===== src/hdl/lsw_pkg.sv =====
package lsw_pkg;

    localparam int TABLE_ENTRIES = 256;
    localparam int IDX_W         = $clog2(TABLE_ENTRIES);
    localparam int FILL_W        = $clog2(TABLE_ENTRIES + 1);
    localparam int MAC_W         = 48;
    localparam int PORT_W        = 8;
    localparam int ENTRY_W       = MAC_W + PORT_W;
    localparam int MCAST_BIT     = 40;

    localparam logic [15:0] ETHERTYPE_IPV4 = 16'h0800;
    localparam logic [7:0]  PROTO_TCP      = 8'h06;
    localparam logic [7:0]  PROTO_UDP      = 8'h11;
    localparam logic [7:0]  PROTO_ICMP     = 8'h01;

    localparam logic [1:0] CLASS_OTHER = 2'd0;
    localparam logic [1:0] CLASS_TCP   = 2'd1;
    localparam logic [1:0] CLASS_UDP   = 2'd2;
    localparam logic [1:0] CLASS_ICMP  = 2'd3;

    // controller to datapath
    typedef struct packed {
        logic load;
        logic rd_en;
        logic finish;
    } t_cmd;

    // datapath to controller
    typedef struct packed {
        logic fill_zero;
        logic idx_last;
        logic out_free;
    } t_status;

endpackage


===== src/hdl/lsw_ctrl.sv =====
module lsw_ctrl (
    input  logic            i_clk,
    input  logic            i_rst_n,
    input  logic            i_valid,
    output logic            o_ready,
    input  lsw_pkg::t_status i_status,
    output lsw_pkg::t_cmd   o_cmd
);

    typedef enum logic [1:0] {
        S_IDLE,
        S_SCAN,
        S_DRAIN,
        S_FIN
    } t_state;

    t_state r_state;

    assign o_ready = (r_state == S_IDLE);

    // commands from state
    always_comb begin
        o_cmd.load   = (r_state == S_IDLE) && i_valid;
        o_cmd.rd_en  = (r_state == S_SCAN);
        o_cmd.finish = (r_state == S_FIN) && i_status.out_free;
    end

    // state register
    always_ff @(posedge i_clk) begin
        if (!i_rst_n) begin
            r_state <= S_IDLE;
        end else begin
            case (r_state)
                S_IDLE: begin
                    if (i_valid) begin
                        r_state <= i_status.fill_zero ? S_FIN : S_SCAN;
                    end
                end
                S_SCAN: begin
                    if (i_status.idx_last) begin
                        r_state <= S_DRAIN;
                    end
                end
                S_DRAIN: begin
                    r_state <= S_FIN;
                end
                S_FIN: begin
                    if (i_status.out_free) begin
                        r_state <= S_IDLE;
                    end
                end
                default: begin
                    r_state <= S_IDLE;
                end
            endcase
        end
    end

endmodule


===== config.mk =====
export PLATFORM = sky130hd
export DESIGN_NAME = lsw_ctrl
export DESIGN_NICKNAME = d
export VERILOG_FILES = /design/src/hdl/lsw_pkg.sv /design/src/hdl/lsw_ctrl.sv
export SDC_FILE = /design/constraint.sdc
export NUM_CORES = 1
export LEC_CHECK = 0
export BUFFER_PORTS_ARGS = -buffer_cell sky130_fd_sc_hd__buf_4
export CORE_AREA = 2 2 39 41
export DETAILED_ROUTE_END_ITERATION = 12
export DIE_AREA = 0 0 41 43
export PLACE_DENSITY = 0.31
export SYNTH_ARGS = -nofsm -noshare
export SYNTH_HDL_FRONTEND = slang
export SYNTH_SLANG_ARGS = --single-unit

===== constraint.sdc =====
create_clock -name i_clk -period 2 [get_ports i_clk]
set_clock_uncertainty 0.15 [all_clocks]
set_input_delay 0.5 -clock i_clk [delete_from_list [all_inputs] [get_ports i_clk]]
set_output_delay 0.5 -clock i_clk [all_outputs]
set_load 0.03 [all_outputs]

# After elaboration in Yosys (flattened, before gate mapping)
# Index checks and enable logic that the tools add are counted.
[totals]
romBits = 0
latchBits = 0
ff_bits = 2
n_memories = 0
out_inout_bits = 4
mem_bits_rw = 0
[classes]
n_lt_le_gt_ge = 0
mux = 5
n_div = 0
n_reduce_logical = 4
mul = 0
add_sub_neg = 0
n_eq_ne = 6
n_shift = 0
n_bitwise = 0
[ops]
columns = ["op", "count"]
rows = [
  ["2-bit 2-to-1 mux", 4],
  ["2-bit case mux with 4 select lines", 1],
  ["2-bit inequality test (second input constant)", 3],
  ["2-bit equality test (second input constant)", 2],
  ["3-bit AND reduction", 1],
  ["2-bit by 1-bit equality test with 1-bit output (second input constant)", 1],
  ["1-bit logical AND", 2],
  ["2-bit zero test", 1],
]

# Logic depth before layout (Yosys ltp)
[logic_depth]
word_depth = 3
ltp_mapped = 5

# Worst setup path before layout
# Ideal clock, no wire load.
[synth_timing]
kind = "reg-to-output"
from = "reg r_state[0]"
to = "out o_cmd[2] in the netlist's numbering"
t_arrival_ps = 1134
setup_slack_ps = 216
stages_incl_launch_ff = 4
cell_sequence = "dfxtp_1 -> inv_1 -> ha_1 -> and2_1"
[synth_rtl]
columns = ["item", "line", "text"]
rows = [
  ["from (decl)", "lsw_ctrl.sv:17", "t_state r_state;"],
  ["from (signal assigned)", "lsw_ctrl.sv:36", "r_state <= i_status.fill_zero ? S_FIN : S_SCAN;"],
  ["to (decl)", "lsw_ctrl.sv:7", "output lsw_pkg::t_cmd o_cmd"],
]

==> metrics.cfg <==
[synth]
synth-compound-area-share_pct=8.392
synth_area_leaders=ha_1, dfxtp_1, mux2i_1, inv_1, and2_1
synth_top_family_by_area=adder cells
syn_nets=31
yosys_warnings=0
synth_cell_type_count=9
muxShareOfSynthArea_pct=17.48
synth_xor_xnor_area_share_pct=0
avgSynthCellArea_sq_um=8.520
yosys.area.top_type=ha_1
syn-instance-count=21
synthAdderAreaFrac_pct=27.97
synth_seq_area_share_pct=22.38
yosysTopAreaCellShare_pct=27.97
synth-seq-cells=2
synth-simple-area-share_pct=13.29
syn_area_sq_um=178.9

[worst_setup_path]
crit_type=reg -> out
startpoint=r_state[0]
required_ns=1.35
arrival_ns=1.24
cp-endpoint=o_cmd[2]
start_kind=flop
timing.rr.end=r_state[0]
crit_path_end_kind=output port
ff2ff_path_depth=4
rrSetupSlack_ns=0.36
crit_fanout=5
reg2reg_from=r_state[0]

[layout]
finalNetCount=45
regMostFlops=r_state
top_regs=r_state x2
largest_reg_flops=2
drive_gt1_share_pct=39.39
n_antenna_cell=0
syn2layout_area_growth_pct=61.54

[sta]
hold_violations=0
hold_ws_ns=0.3497
worst_pin_slew_ns=0.5063
rsz0062_at_grt=no
fin_ws_ns=0.1095
fin_crit_sh_pct=94.53
fmax_mhz=528.9
setup_viol=0
max_slew_margin_pct=66.25
finalSetupTns_ns=0
maxSlewViolCount=0
min_period_ns=1.891

[placement]
portBuffers=9
place_ws_ns=0.3183
gp_congestion=0.5631
dp_hpwl_microns=357

[grt]
grt_pass1_wl_microns=614
grtUsageTotal_pct=5.806
antenna_found_initial=0
grt_max_degree=6
grt_pass1_vias=174
overflow=0

[die]
row_count=14
start_util_pct=12.93
fp.dieW_microns=41
die_h_microns=43
dieArea_sq_um=1763
io_pins=10
core_sq_um=1384

[cts]
cts_resized=0
clk_path_buf_depth=2
clock_sinks=2
cts_setup_buffers=0
h-tree-depth=1
cts-root-buf=clkbuf_4
hold_buffers=0
clkTransAtPathRegs_ns=0.03
tritoncts=built
clk_latency_ns=0.22
numCtsBuffers=3

[routing]
wire_per_inst_microns=8.551
antenna_left=0
drc_errors=0
drtIter0Drc=5
drt-total-wl_microns=419
vias=179
dr.pass1.iters=4
via_per_inst=3.653

[power_and_ir_drop]
vdd_ir_drop_max_mv=0.2960
p_leak_nw=0.1584
powerDensity_nw_per_um2=1455

[job]
max_cap_violations=0

[worst_hold_path]
hold_class=reg -> reg

[run_status]
status=complete, no violations

logic make-up (layout without fill, tap and decap cells):
logic type,count (synthesis),after routing
AND/OR/NAND/NOR,5,5
flip-flops,2,2
adder cells (fa/ha/maj),4,4
buffers and inverters,5,17
AO/OA/AOI/OAI,2,2
multiplexers,3,3
cell type report:
| cell class | count | area, sq um |
|---|---|---|
| Multi-Input combinational cell | 14 | 120.1 |
| Sequential cell | 2 | 40.04 |
| Tap cell | 16 | 20.02 |
| Timing Repair Buffer | 9 | 67.56 |
| Inverter | 5 | 18.77 |
| Fill cell | 157 | 1095 |
| Clock buffer | 3 | 22.52 |
worst min path at each step:
stage                     from          to  cells past startpoint
finish              r_state[1]  r_state[1]                      2
global route        r_state[1]  r_state[1]                      2
CTS                 r_state[1]  r_state[1]                      2
detailed placement  r_state[1]  r_state[1]                      2
global placement    r_state[0]  r_state[0]                      2
floorplan           r_state[1]  r_state[1]                      2
cell usage in the layout (no fill, tap or decap):
master / netlist / routed
ha_1: 4 / 4
o21ai_0: 1 / 1
and2_1: 2 / 2
nand2_1: 3 / 3
clkbuf_4: 0 / 3
buf_4: 0 / 9
inv_1: 5 / 5
mux2i_1: 2 / 2
dfxtp_1: 2 / 2
a222oi_1: 1 / 1
mux2_2: 1 / 1
report_power, final:
| part | switching (mW) | internal, mW | total (mW) |
|---|---|---|---|
| logic | 0.145 | 0.112 | 0.257 |
| registers | 0.0186 | 0.0588 | 0.0774 |
| clock network | 0.0197 | 0.0659 | 0.0857 |
cell usage after synthesis (all sizes together):
library cell,n
a222oi,1
and2,2
dfxtp,2
ha,4
inv,5
mux2,1
mux2i,2
nand2,3
o21ai,1
critical path, cell delays in order (launching register included):
cell and delay, ns:
dfxtp_1 0.37, inv_1 0.08, ha_1 0.25, and2_1 0.15
buf_4 0.16
routing by layer:
layer | GRT usage [%] | up-vias | share of wire (%)
met5 | 0 | - | 0
met4 | 6.000 | 0 | 0
met3 | 4.712 | 0 | 15
met2 | 7.500 | 10 | 42
met1 | 5.096 | 77 | 43
li1 | - | 92 | -
metrics by stage:
stage | utilization (%) | cells | instance area, sq um | power (mW)
2_1_floorplan | - | 21 | 178.9 | 0.2614
3_5_place_dp | 19.26 | 46 | 266.5 | 0.3415
4_1_cts | 20.89 | 49 | 289.0 | 0.4326
3_3_place_gp | 19.26 | 46 | 266.5 | 0.3412
5_1_grt | 20.89 | 49 | 289.0 | 0.4644
6_report | 20.89 | 49 | 289.0 | 0.4205
No activity file was read; power rests on OpenSTA's default activity.
